$ cat src/sv/ptle_pkg.sv
// Package for the priority task list engine.
// Holds the shared types and codes; no dependencies.
package ptle_pkg;

	typedef enum logic [2:0] {
		OP_CLEAR  = 3'd0,
		OP_ADD    = 3'd1,
		OP_DELETE = 3'd2,
		OP_STEP   = 3'd3,
		OP_SETTAG = 3'd4,
		OP_READ   = 3'd5
	} op_t;

	typedef enum logic [1:0] {
		ST_OK       = 2'd0,
		ST_NO_FREE  = 2'd1,
		ST_PASS_END = 2'd2,
		ST_BAD_SLOT = 2'd3
	} status_t;

	typedef enum logic [3:0] {
		S_SWEEP,
		S_IDLE,
		S_DECODE,
		S_ADD_WR,
		S_ADD_WALK,
		S_LINK1,
		S_LINK2,
		S_DEL_CHK,
		S_DEL_WIPE,
		S_STEP_RD,
		S_ACC,
		S_EMIT
	} state_t;

	// One input word as the core sees it.
	typedef struct packed {
		op_t         op;
		logic [15:0] pri;
		logic [31:0] tag;
		logic        has_handler;
		logic [5:0]  slot;
	} req_t;

	// One result word.
	typedef struct packed {
		status_t     status;
		logic [5:0]  slot;
		logic [15:0] pri;
		logic [31:0] tag;
		logic        run_now;
	} res_t;

	// Per-slot record held in the data memory.
	typedef struct packed {
		logic [15:0] pri;
		logic [31:0] tag;
		logic        has_handler;
		logic        deferred;
		logic        live;
	} rec_t;

	localparam logic DEFER_CLEAR = 1'b0;
	localparam logic DEFER_SET   = 1'b1;

endpackage

$ cat src/sv/ptle_ram.sv
// Simple dual-port memory: one write port, one read port with registered data.
// No dependencies.
module ptle_ram #(
	parameter int unsigned W = 8,
	parameter int unsigned D = 64
) (
	input  logic                 clk,
	input  logic                 we,
	input  logic [$clog2(D)-1:0] waddr,
	input  logic [W-1:0]         wdata,
	input  logic [$clog2(D)-1:0] raddr,
	output logic [W-1:0]         rdata
);
	logic [W-1:0] mem [D];

	always_ff @(posedge clk) begin
		if (we) begin
			mem[waddr] <= wdata;
		end
		rdata <= mem[raddr];
	end
endmodule

$ cat src/sv/ptle_core.sv
// Sequencer of the priority task list engine: list links, free stack and records.
// Depends on ptle_pkg and ptle_ram.
module ptle_core #(
	parameter int unsigned POOL_SLOTS = 64
) (
	input  logic          clk,
	input  logic          arst_n,
	input  logic [6:0]    slot_count,
	input  logic          req_valid,
	output logic          req_ready,
	input  ptle_pkg::req_t req,
	output logic          res_valid,
	input  logic          res_ready,
	output ptle_pkg::res_t res
);
	import ptle_pkg::*;

	localparam int unsigned SW = $clog2(POOL_SLOTS);
	localparam int unsigned NW = $clog2(POOL_SLOTS + 1);
	localparam int unsigned RW = $bits(rec_t);
	localparam logic [NW-1:0] HEAD = NW'(POOL_SLOTS);
	localparam logic [8:0] POOL9 = 9'(POOL_SLOTS);
	localparam logic [6:0] RST_COUNT = 7'((POOL_SLOTS < 64) ? POOL_SLOTS : 64);

	function automatic logic [NW-1:0] clamp_cnt(input logic [6:0] c);
		logic [NW-1:0] r;
		if (c == 7'd0) begin
			r = NW'(1);
		end else if ({2'b00, c} > POOL9) begin
			r = HEAD;
		end else begin
			r = NW'(c);
		end
		return r;
	endfunction

	state_t state_q, state_d;
	req_t req_q;
	res_t res_q;
	logic [NW-1:0] active_q, free_top_q, head_first_q, head_last_q;
	logic [NW-1:0] cur_now_q, cur_next_q, find_q, lp_q, ln_q;
	logic [SW-1:0] new_s_q, cnt_q;
	logic in_pass_q, sweep_emit_q;

	// Memory ports
	logic [SW-1:0] rd_addr, fs_raddr;
	logic next_we, prev_we, data_we, fs_we;
	logic [SW-1:0] next_wa, prev_wa, data_wa, fs_wa;
	logic [NW-1:0] next_wd, prev_wd, next_rd, prev_rd;
	rec_t data_wd, data_rd;
	logic [RW-1:0] data_rd_raw;
	logic [SW-1:0] fs_wd, fs_rd;

	ptle_ram #(.W(NW), .D(POOL_SLOTS)) u_next (
		.clk(clk), .we(next_we), .waddr(next_wa), .wdata(next_wd),
		.raddr(rd_addr), .rdata(next_rd));
	ptle_ram #(.W(NW), .D(POOL_SLOTS)) u_prev (
		.clk(clk), .we(prev_we), .waddr(prev_wa), .wdata(prev_wd),
		.raddr(rd_addr), .rdata(prev_rd));
	ptle_ram #(.W(RW), .D(POOL_SLOTS)) u_data (
		.clk(clk), .we(data_we), .waddr(data_wa), .wdata(data_wd),
		.raddr(rd_addr), .rdata(data_rd_raw));
	ptle_ram #(.W(SW), .D(POOL_SLOTS)) u_free (
		.clk(clk), .we(fs_we), .waddr(fs_wa), .wdata(fs_wd),
		.raddr(fs_raddr), .rdata(fs_rd));

	assign data_rd = rec_t'(data_rd_raw);

	// The shared priority compare serves both the deferral test and the walk.
	logic cmp_le;
	assign cmp_le = data_rd.pri <= req_q.pri;

	logic [SW-1:0] slot_idx;
	logic slot_rng, slot_good, pass_end, cur_is_new, defer_new;
	logic [NW-1:0] step_node;
	assign slot_idx = SW'(req_q.slot);
	assign slot_rng = {3'b000, req_q.slot} < 9'(active_q);
	assign slot_good = slot_rng && data_rd.live;
	assign step_node = in_pass_q ? cur_next_q : head_first_q;
	assign pass_end = step_node == HEAD;
	assign cur_is_new = cur_now_q == NW'(fs_rd);
	assign defer_new = cur_is_new ? req_q.has_handler :
		((cur_now_q != HEAD) && data_rd.has_handler && cmp_le);

	assign req_ready = state_q == S_IDLE;
	assign res_valid = state_q == S_EMIT;
	assign res = res_q;

	// Next state
	always_comb begin
		state_d = state_q;
		unique case (state_q)
			S_SWEEP: begin
				if (cnt_q == SW'(POOL_SLOTS - 1)) begin
					state_d = sweep_emit_q ? S_EMIT : S_IDLE;
				end
			end
			S_IDLE: begin
				if (req_valid) begin
					state_d = S_DECODE;
				end
			end
			S_DECODE: begin
				unique case (req_q.op) inside
					OP_CLEAR:  state_d = S_SWEEP;
					OP_ADD:    state_d = (free_top_q >= active_q) ? S_EMIT : S_ADD_WR;
					OP_DELETE: state_d = S_DEL_CHK;
					OP_STEP:   state_d = pass_end ? S_EMIT : S_STEP_RD;
					OP_SETTAG, OP_READ: state_d = S_ACC;
					default:   state_d = S_EMIT;
				endcase
			end
			S_ADD_WR:   state_d = S_ADD_WALK;
			S_ADD_WALK: begin
				if (find_q == HEAD || !cmp_le) begin
					state_d = S_LINK1;
				end
			end
			S_LINK1:    state_d = S_LINK2;
			S_LINK2:    state_d = S_EMIT;
			S_DEL_CHK:  state_d = slot_good ? S_DEL_WIPE : S_EMIT;
			S_DEL_WIPE: state_d = S_EMIT;
			S_STEP_RD:  state_d = S_EMIT;
			S_ACC:      state_d = S_EMIT;
			S_EMIT: begin
				if (res_ready) begin
					state_d = S_IDLE;
				end
			end
			default:    state_d = S_IDLE;
		endcase
	end

	// Memory port control
	always_comb begin
		rd_addr = slot_idx;
		fs_raddr = free_top_q[SW-1:0];
		next_we = 1'b0; next_wa = new_s_q; next_wd = HEAD;
		prev_we = 1'b0; prev_wa = new_s_q; prev_wd = HEAD;
		data_we = 1'b0; data_wa = slot_idx; data_wd = '0;
		fs_we = 1'b0; fs_wa = cnt_q; fs_wd = cnt_q;
		unique case (state_q)
			S_SWEEP: begin
				next_we = 1'b1; next_wa = cnt_q;
				prev_we = 1'b1; prev_wa = cnt_q;
				data_we = 1'b1; data_wa = cnt_q;
				fs_we = 1'b1;
			end
			S_DECODE: begin
				if (req_q.op == OP_ADD) begin
					rd_addr = cur_now_q[SW-1:0];
				end else if (req_q.op == OP_STEP) begin
					rd_addr = step_node[SW-1:0];
				end
			end
			S_ADD_WR: begin
				data_we = 1'b1;
				data_wa = fs_rd;
				data_wd = '{pri: req_q.pri, tag: req_q.tag, has_handler: req_q.has_handler,
					deferred: defer_new ? DEFER_SET : DEFER_CLEAR, live: 1'b1};
				rd_addr = head_first_q[SW-1:0];
			end
			S_ADD_WALK: begin
				rd_addr = next_rd[SW-1:0];
			end
			S_LINK1: begin
				next_we = 1'b1; next_wd = ln_q;
				prev_we = 1'b1; prev_wd = lp_q;
			end
			S_LINK2: begin
				next_we = lp_q != HEAD; next_wa = lp_q[SW-1:0]; next_wd = NW'(new_s_q);
				prev_we = ln_q != HEAD; prev_wa = ln_q[SW-1:0]; prev_wd = NW'(new_s_q);
			end
			S_DEL_CHK: begin
				next_we = slot_good && prev_rd != HEAD;
				next_wa = prev_rd[SW-1:0]; next_wd = next_rd;
				prev_we = slot_good && next_rd != HEAD;
				prev_wa = next_rd[SW-1:0]; prev_wd = prev_rd;
			end
			S_DEL_WIPE: begin
				next_we = 1'b1; next_wa = slot_idx;
				prev_we = 1'b1; prev_wa = slot_idx;
				data_we = 1'b1;
				fs_we = free_top_q != '0;
				fs_wa = SW'(free_top_q - NW'(1));
				fs_wd = slot_idx;
			end
			S_STEP_RD: begin
				data_we = data_rd.deferred != DEFER_CLEAR;
				data_wa = cur_now_q[SW-1:0];
				data_wd = data_rd;
				data_wd.deferred = DEFER_CLEAR;
			end
			S_ACC: begin
				data_we = slot_good && req_q.op == OP_SETTAG;
				data_wd = data_rd;
				data_wd.tag = req_q.tag;
				data_wd.has_handler = req_q.has_handler;
			end
			default: begin
			end
		endcase
	end

	always_ff @(posedge clk or negedge arst_n) begin
		if (!arst_n) begin
			state_q <= S_SWEEP;
			active_q <= clamp_cnt(RST_COUNT);
			free_top_q <= '0;
			head_first_q <= HEAD;
			head_last_q <= HEAD;
			cur_now_q <= HEAD;
			cur_next_q <= HEAD;
			in_pass_q <= 1'b0;
			cnt_q <= '0;
			sweep_emit_q <= 1'b0;
		end else begin
			state_q <= state_d;
			unique case (state_q)
				S_SWEEP: begin
					if (cnt_q == SW'(POOL_SLOTS - 1)) begin
						cnt_q <= '0;
						free_top_q <= '0;
						head_first_q <= HEAD;
						head_last_q <= HEAD;
						cur_now_q <= HEAD;
						cur_next_q <= HEAD;
						in_pass_q <= 1'b0;
					end else begin
						cnt_q <= cnt_q + SW'(1);
					end
				end
				S_DECODE: begin
					if (req_q.op == OP_CLEAR) begin
						active_q <= clamp_cnt(slot_count);
						cnt_q <= '0;
						sweep_emit_q <= 1'b1;
					end else if (req_q.op == OP_STEP) begin
						if (pass_end) begin
							cur_now_q <= HEAD;
							in_pass_q <= 1'b0;
						end else begin
							cur_now_q <= step_node;
							in_pass_q <= 1'b1;
						end
					end
				end
				S_ADD_WR: begin
					new_s_q <= fs_rd;
					free_top_q <= free_top_q + NW'(1);
					find_q <= head_first_q;
				end
				S_ADD_WALK: begin
					if (find_q == HEAD) begin
						lp_q <= head_last_q;
						ln_q <= HEAD;
					end else if (!cmp_le) begin
						lp_q <= prev_rd;
						ln_q <= find_q;
					end else begin
						find_q <= next_rd;
					end
				end
				S_LINK1: begin
					if (cur_next_q == ln_q) begin
						cur_next_q <= NW'(new_s_q);
					end
				end
				S_LINK2: begin
					if (lp_q == HEAD) begin
						head_first_q <= NW'(new_s_q);
					end
					if (ln_q == HEAD) begin
						head_last_q <= NW'(new_s_q);
					end
				end
				S_DEL_CHK: begin
					if (slot_good) begin
						if (cur_next_q == NW'(slot_idx)) begin
							cur_next_q <= next_rd;
						end
						if (prev_rd == HEAD) begin
							head_first_q <= next_rd;
						end
						if (next_rd == HEAD) begin
							head_last_q <= prev_rd;
						end
					end
				end
				S_DEL_WIPE: begin
					if (free_top_q != '0) begin
						free_top_q <= free_top_q - NW'(1);
					end
				end
				S_STEP_RD: begin
					cur_next_q <= next_rd;
				end
				default: begin
				end
			endcase
		end
	end

	// Payload registers
	always_ff @(posedge clk) begin
		if (state_q == S_IDLE && req_valid) begin
			req_q <= req;
		end
		case (state_q)
			S_DECODE: begin
				if (req_q.op == OP_ADD) begin
					res_q <= '{status: ST_NO_FREE, slot: '0, pri: '0, tag: '0,
						run_now: 1'b0};
				end else if (req_q.op == OP_STEP) begin
					res_q <= '{status: ST_PASS_END, slot: '0, pri: '0, tag: '0,
						run_now: 1'b0};
				end else begin
					res_q <= '0;
				end
			end
			S_LINK2: begin
				res_q.status <= ST_OK;
				res_q.slot <= 6'(new_s_q);
				res_q.pri <= req_q.pri;
				res_q.tag <= req_q.tag;
			end
			S_DEL_CHK: begin
				res_q.status <= slot_good ? ST_OK : ST_BAD_SLOT;
				res_q.slot <= req_q.slot;
			end
			S_STEP_RD: begin
				res_q.status <= ST_OK;
				res_q.slot <= 6'(cur_now_q);
				res_q.pri <= data_rd.pri;
				res_q.tag <= data_rd.tag;
				res_q.run_now <= (data_rd.deferred == DEFER_CLEAR) && data_rd.has_handler;
			end
			S_ACC: begin
				res_q.slot <= req_q.slot;
				if (slot_good) begin
					res_q.status <= ST_OK;
					res_q.pri <= data_rd.pri;
					res_q.tag <= (req_q.op == OP_SETTAG) ? req_q.tag : data_rd.tag;
				end else begin
					res_q.status <= ST_BAD_SLOT;
				end
			end
			default: begin
			end
		endcase
	end

	a_free_top_bound: assert property (@(posedge clk) disable iff (!arst_n)
		(state_q != S_SWEEP) |-> (free_top_q <= active_q))
		else $error("free stack pointer beyond active slots");
	a_head_pair: assert property (@(posedge clk) disable iff (!arst_n)
		(state_q == S_IDLE) |-> ((head_first_q == HEAD) == (head_last_q == HEAD)))
		else $error("list head ends disagree on emptiness");
	a_cursor_idle: assert property (@(posedge clk) disable iff (!arst_n)
		!in_pass_q |-> cur_now_q == HEAD) else $error("cursor off head outside a pass");
	a_active_range: assert property (@(posedge clk) disable iff (!arst_n)
		active_q != '0 && active_q <= HEAD) else $error("active slot count out of range");
endmodule

$ cat config.mk
export PLATFORM = sky130hd
export DESIGN_NAME = ptle_core
export DESIGN_NICKNAME = d
export VERILOG_FILES = /design/src/sv/ptle_pkg.sv /design/src/sv/ptle_ram.sv /design/src/sv/ptle_core.sv
export SDC_FILE = /design/constraint.sdc
export NUM_CORES = 2
export LEC_CHECK = 0
export BUFFER_PORTS_ARGS = -buffer_cell sky130_fd_sc_hd__buf_2
export CORE_MARGIN = 8
export CORE_UTILIZATION = 30
export CTS_BUF_LIST = sky130_fd_sc_hd__clkbuf_16
export DETAILED_ROUTE_END_ITERATION = 7
export PLACE_DENSITY = 0.55
export SYNTH_ARGS = -nofsm -noshare
export SYNTH_HDL_FRONTEND = slang
export SYNTH_HIERARCHICAL = 1
export SYNTH_MEMORY_MAX_BITS = 65536
export SYNTH_SLANG_ARGS = --single-unit
$ cat constraint.sdc
create_clock -name clk -period 10.6 [get_ports clk]
set_input_delay 0.53 -clock clk [delete_from_list [all_inputs] [get_ports clk]]
set_output_delay 0.53 -clock clk [all_outputs]
set_load 0.01 [all_outputs]
Yosys cells after proc, flatten, opt, wreduce, memory -nomap -nowiden
Memories as Yosys holds them, arrays and structs flattened. A register that Yosys moved wholly into a read port is not among the register bits.
Index checks and enable logic that the tools add are counted.

storage, ports and cells
  register bits = 196
  RAM bits = 4,544
  output and inout port bits = 59
  logic and storage cells = 205
  memories kept = 4

operators by class
  add/sub/neg operators = 3
  order comparisons = 4
  equal/unequal tests = 50
  multiplexer cells = 80
  bitwise operators = 1
  reduce and logical (&&, ||, !) cells = 39

memories
  memory      depth  bits a word  rd ports  clocked after Yosys merged registers in  write ports  RTL line        RTL
  u_data.mem  64     51           1         1                                        1            ptle_ram.sv:14  logic [W-1:0] mem [D];
  u_next.mem  64     7            1         1                                        1            ptle_ram.sv:14
  u_prev.mem  64     7            1         1                                        1            ptle_ram.sv:14
  u_free.mem  64     6            1         1                                        1            ptle_ram.sv:14

operators with widths
  kind                                           count
  case mux 48 bit (4 select lines)               1
  two-way mux 7 bit                              23
  case mux 51 bit (3 select lines)               1
  two-way mux 57 bit                             2
  case mux 7 bit (3 select lines)                5
  two-way mux 48 bit                             1
  case mux 6 bit (4 select lines)                2
  == test 7 bit, second input constant           6
  two-way mux 6 bit                              6
  case mux 4 bit (9 select lines)                1
  case mux 6 bit (3 select lines)                2
  != test 7 bit, second input constant           5
  != test 2 bit, second input constant           17
  two-way mux 32 bit                             1
  case mux 8 bit (4 select lines)                1
  case mux 7 bit (2 select lines)                2
  case mux 7 bit (4 select lines)                1
  two-way mux 4 bit                              6
  case mux 4 bit (5 select lines)                1
  == test 4 x 3 -> 1 bit, second input constant  4
  == test 4 bit, second input constant           4
  less-or-equal comparator 16 bit                1
  AND reduction 5 bit                            3
  == test 7 x 6 -> 1 bit                         2
  other kinds (36)                               79

Logic depth before layout (Yosys ltp)
  depth in word-level cells = 6
  gate-level depth with buffers = 18
  gate-level depth less buffers = 11

By module
Netlist, hierarchy kept.

modules (own cells, without submodules)
  module                 instances  cells each  area an instance (um2)  seq. area each (um2)
  ptle_ram (u_data)      1          5,185       124,655.8               99,035.0
  ptle_ram (u_next ...)  2          827         17,635.7                13,593.0
  ptle_ram (u_free)      1          720         15,225.9                11,651.2
  ptle_core              1          1,030       10,764.1                5,621.6

Worst setup path after synthesis
OpenSTA, ideal clock, no wires.

  path type = flip-flop to flip-flop
  start = register state_q[2]
  end = memory u_data/mem[32][0] (netlist bit) (enable)
  library setup time = 0.522 ns
  arrival time = 5.761 ns
  slack = 4.317 ns
  cell stages (with the launch flop) = 10
  path buffers = 2
  cell sequence = dfrtp_1 -> nor4_2 -> clkbuf_1 -> nor2_1 -> a221oi_1 -> a21oi_1 -> clkbuf_1 -> nor4bb_1 -> nand2b_1 -> nor3_1

RTL lines
  what                                         RTL line          RTL
  start: declaration                           ptle_core.sv:37   state_t state_q, state_d;
  start signal: assignment                     ptle_core.sv:218  state_q <= state_d;
  == test 4 bit, or another cell as far along  ptle_core.sv:142  unique case (state_q)
  case mux 6 bit (3 select lines) (*)          ptle_core.sv:142
  via data_wa[3]                               ptle_core.sv:48   logic [SW-1:0] next_wa, prev_wa, data_wa, fs_wa;
  end: declaration                             ptle_ram.sv:14

The timed path passes the listed nets; every way through them passes the cells marked *.

Worst setup path after layout
  start = register state_q[2]
  end = memory u_data/mem[54][33] (netlist bit) (enable)

between the ends
  cells in the longest elaborated chain, start to end = 5

RTL lines
  what                                         RTL line          RTL
  == test 4 bit, or another cell as far along  ptle_core.sv:142
  OR reduction 3 bit (no line)                 --
  case mux 1 bit (3 select lines) (*)          ptle_core.sv:142
  via data_we                                  ptle_core.sv:47   logic next_we, prev_we, data_we, fs_we;
  two-way mux 1 bit (*)                        ptle_ram.sv:17    if (we) begin
  two-way mux 1 bit (implied by the code) (*)  ptle_ram.sv:18    mem[waddr] <= wdata;

Marks and branches as above.

==> out/metrics.cfg <==
[sta]
setup_viol=0
relSlewSlack_pct=9.81
skew_ns=0.0940
hold_violations=0
period_minus_slack_ns=6.32
timing.final.crit_share_pct=59.6
holdWs_ns=0.196
setup-tns-final_ns=0
tightest_slew_ns=1.35
fmax_mhz=158
report.final.slew_viol_count=0
postLayoutSetupSlackWorst_ns=4.28
grt_setup_unrepaired=no

[synth]
yosysTopAreaCell=edfxtp_1
synth_seq_cells=4811
synth-main-ff-cell=edfxtp_1
syn_inst=8589
yosysUniqueCellTypes=88
synth_top_area_share_pct=75.7
netlist_top_cells_area=edfxtp_1 76%, mux4_2 15%, nor2_1 0.83%, dfxtp_1 0.76%, o22ai_1 0.68%
synth_area_mm2=0.186
synth_common_cells=4686 x edfxtp_1, 1197 x mux4_2, 410 x nor2_1, 283 x nand2_1, 204 x clkbuf_1
syn_area_per_cell_um2=21.6
async_flop_share_pct=1.12
synth_edf_count=4686
syn_nets=8690
seq_area_frac_synth_pct=77.2
yosysMostFrequentCell=edfxtp_1
ys_warn_count=6

[floorplan]
core_area_mm2=0.618
die_h_um=803
die_area_mm2=0.645
pin_count=128
core.rowCount=289
start_util_pct=30.1
die_x_um=803

[cts]
clkLatencyLatePin_ns=1.06
clock_path_buffers=4
htreeDepth=5
clockRootBuffer=clkbuf_16
cts_resized=0
clock_sinks=4811
cts_buffers=474
post_cts_buffers=0
cts_tree=done
clkTransAtPathRegs_ns=0.06

[setup_path]
startpoint_type=flip-flop
crit_start=state_q[2]
r2r_start=state_q[2]
path_class=reg -> reg
r2r_slack_ns=4.28
crit_end=u_data/mem[54][33]
crit_path_end_kind=flip-flop
worstPathRequired_ns=11.20
crit_chain=nor2_1 > nand3_4 > nand2_1 > a21oi_1 > nand2_1 > nor2b_1 > nand3_1 > nor2_4 > buf_4 > buf_4
worstRegToRegCells=10
crit_fanout=29
r2r-end=u_data/mem[54][33]
slowest_delay_ns=0.79
critPathArrivalTime_ns=6.92
slowest_stage=nand3_4

[final_layout]
syn2layout_area_growth_pct=14.9
finish.utilization_pct=34.6
drive_gt1_share_pct=26.8
design_area_mm2=0.214
fillers=57000
seq_area_mm2=0.144
nets=9132
multi_input_area_mm2=0.0409

[job]
max_cap_violations=0

[routing]
drtIter0Drc=11500
vias=93300
drtAntennaViolNets=0
drc_errors=0
wl_per_cell_um=30.6
dr.pass1.iters=6
drt-total-wl_mm=539
viasPerCell=5.30

[power]
p_leak_nw=66.6
powerDensity_mw_per_mm2=278
worst_ir_drop_vdd_mv=0.251

[worst_hold_path]
hold_path_class=in -> reg
hold_path_depth=2

[grt]
gr-usage-all-layers_pct=16.1
antenna_found_initial=28
grt_pass1_wl_mm=748
grt_max_degree=139
grt_pass1_vias=94300
grt-ovfl-total=0

[place]
post-place-ws_ns=4.33
postPlaceCellArea_mm2=0.197
dp_hpwl_mm=305
place_congestion=0.879
numPortBuffers=127

[outcome]
outcome=completed

## power breakdown
part | switching, mW | internal (mW)
combinational | 11.5 | 6.38
sequential | 0.797 | 24.2
clock | 7.35 | 9.25
total | 19.6 | 39.8
## sequential cells by signal (all words and copies together) (netlist names), 7 cells and up
signal        flops
cur_next_q        7
u_data/mem     3264
u_next/rdata      7
u_prev/rdata      7
u_next/mem      448
find_q            7
active_q          7
u_prev/mem      448
head_first_q      7
free_top_q        7
cur_now_q         7
lp_q              7
req_q            52
head_last_q       7
ln_q              7
res              57
u_data/rdata     51
u_free/mem      384
## critical path, delay by kind of cell (launching register included)
| family | cells | cell delay [ns] |
|---|---|---|
| and+or+nand+nor | 7 | 3.91 |
| buffers and inverters | 2 | 1.12 |
| DFF | 1 | 0.71 |
| AOI/OAI and AO/OA | 1 | 0.07 |
## final cells by class
cell class	instances	area share [%]
tap	8148	4.77
clock buffer	474	5.55
timing repair buffer	447	1.61
multi-input combinational	3265	19.1
antenna	6	0.00703
clock inverter	417	1.68
sequential	4811	67.2
inverter	32	0.0574
## stage by stage
stage / power (mW) / instances
after floorplan: 36.4 / 8589
after global placement: 43.0 / 16600
after detailed placement: 43.3 / 16600
after CTS: 59.9 / 17600
after global routing: 61.5 / 17600
final: 59.4 / 17600
## cells by family after synthesis
logic type | synth area share [%]
adders and majority gates | 0.215
and+or+nand+nor | 2.45
AOI/OAI and AO/OA | 2.98
xor gates and xnor gates | 0.118
buffers and inverters | 1.39
muxes | 15.7
DFF | 77.2
## what timing repair did
item | 4_1_cts | 5_1_grt
setup endpoints to repair | 0 | 0
hold endpoints to repair | 117 | 0
hold buffers | 69 | 0
## per-layer routing
metal / part of all wire (%) / GRT usage (%) / routed length [µm] / up-vias
met1: 40 / 21.6 / 215000 / 50800
met4: 3.3 / 4.86 / 17600 / 6
met5: 0.0063 / 0 / 34 / -
met3: 8.5 / 3.11 / 46000 / 880
met2: 48 / 26.5 / 260000 / 4449
li1: - / - / - / 37100
## layout by cell type, fill, tap and decap left out, drive strengths merged, types with 69 or more instances in the layout
master       synthesis  routed
o22ai              201     201
mux4              1203    1203
edfxtp            4686    4686
mux2i              103     103
nand2              283     283
clkinv               0     211
o221ai              79      79
clkbuf             209     474
o21ai              129     129
nor2               412     412
dfxtp               71      71
dlygate4sd3          0      69
inv                 32     173
mux2                87      87
buf                272     378
a21oi              145     145
a22o                79      79
## how the worst min path moves through the flow
| stage | end | startpoint |
|---|---|---|
| 6_report | req_q[37] | req[37] |
| 3_3_place_gp | ln_q[6] | find_q[6] |
| 4_1_cts | req_q[37] | req[37] |
| 5_1_grt | req_q[37] | req[37] |
| 2_1_floorplan | active_q[0] | arst_n |
| 3_5_place_dp | ln_q[0] | find_q[0] |
No activity file was read; power rests on OpenSTA's default activity.
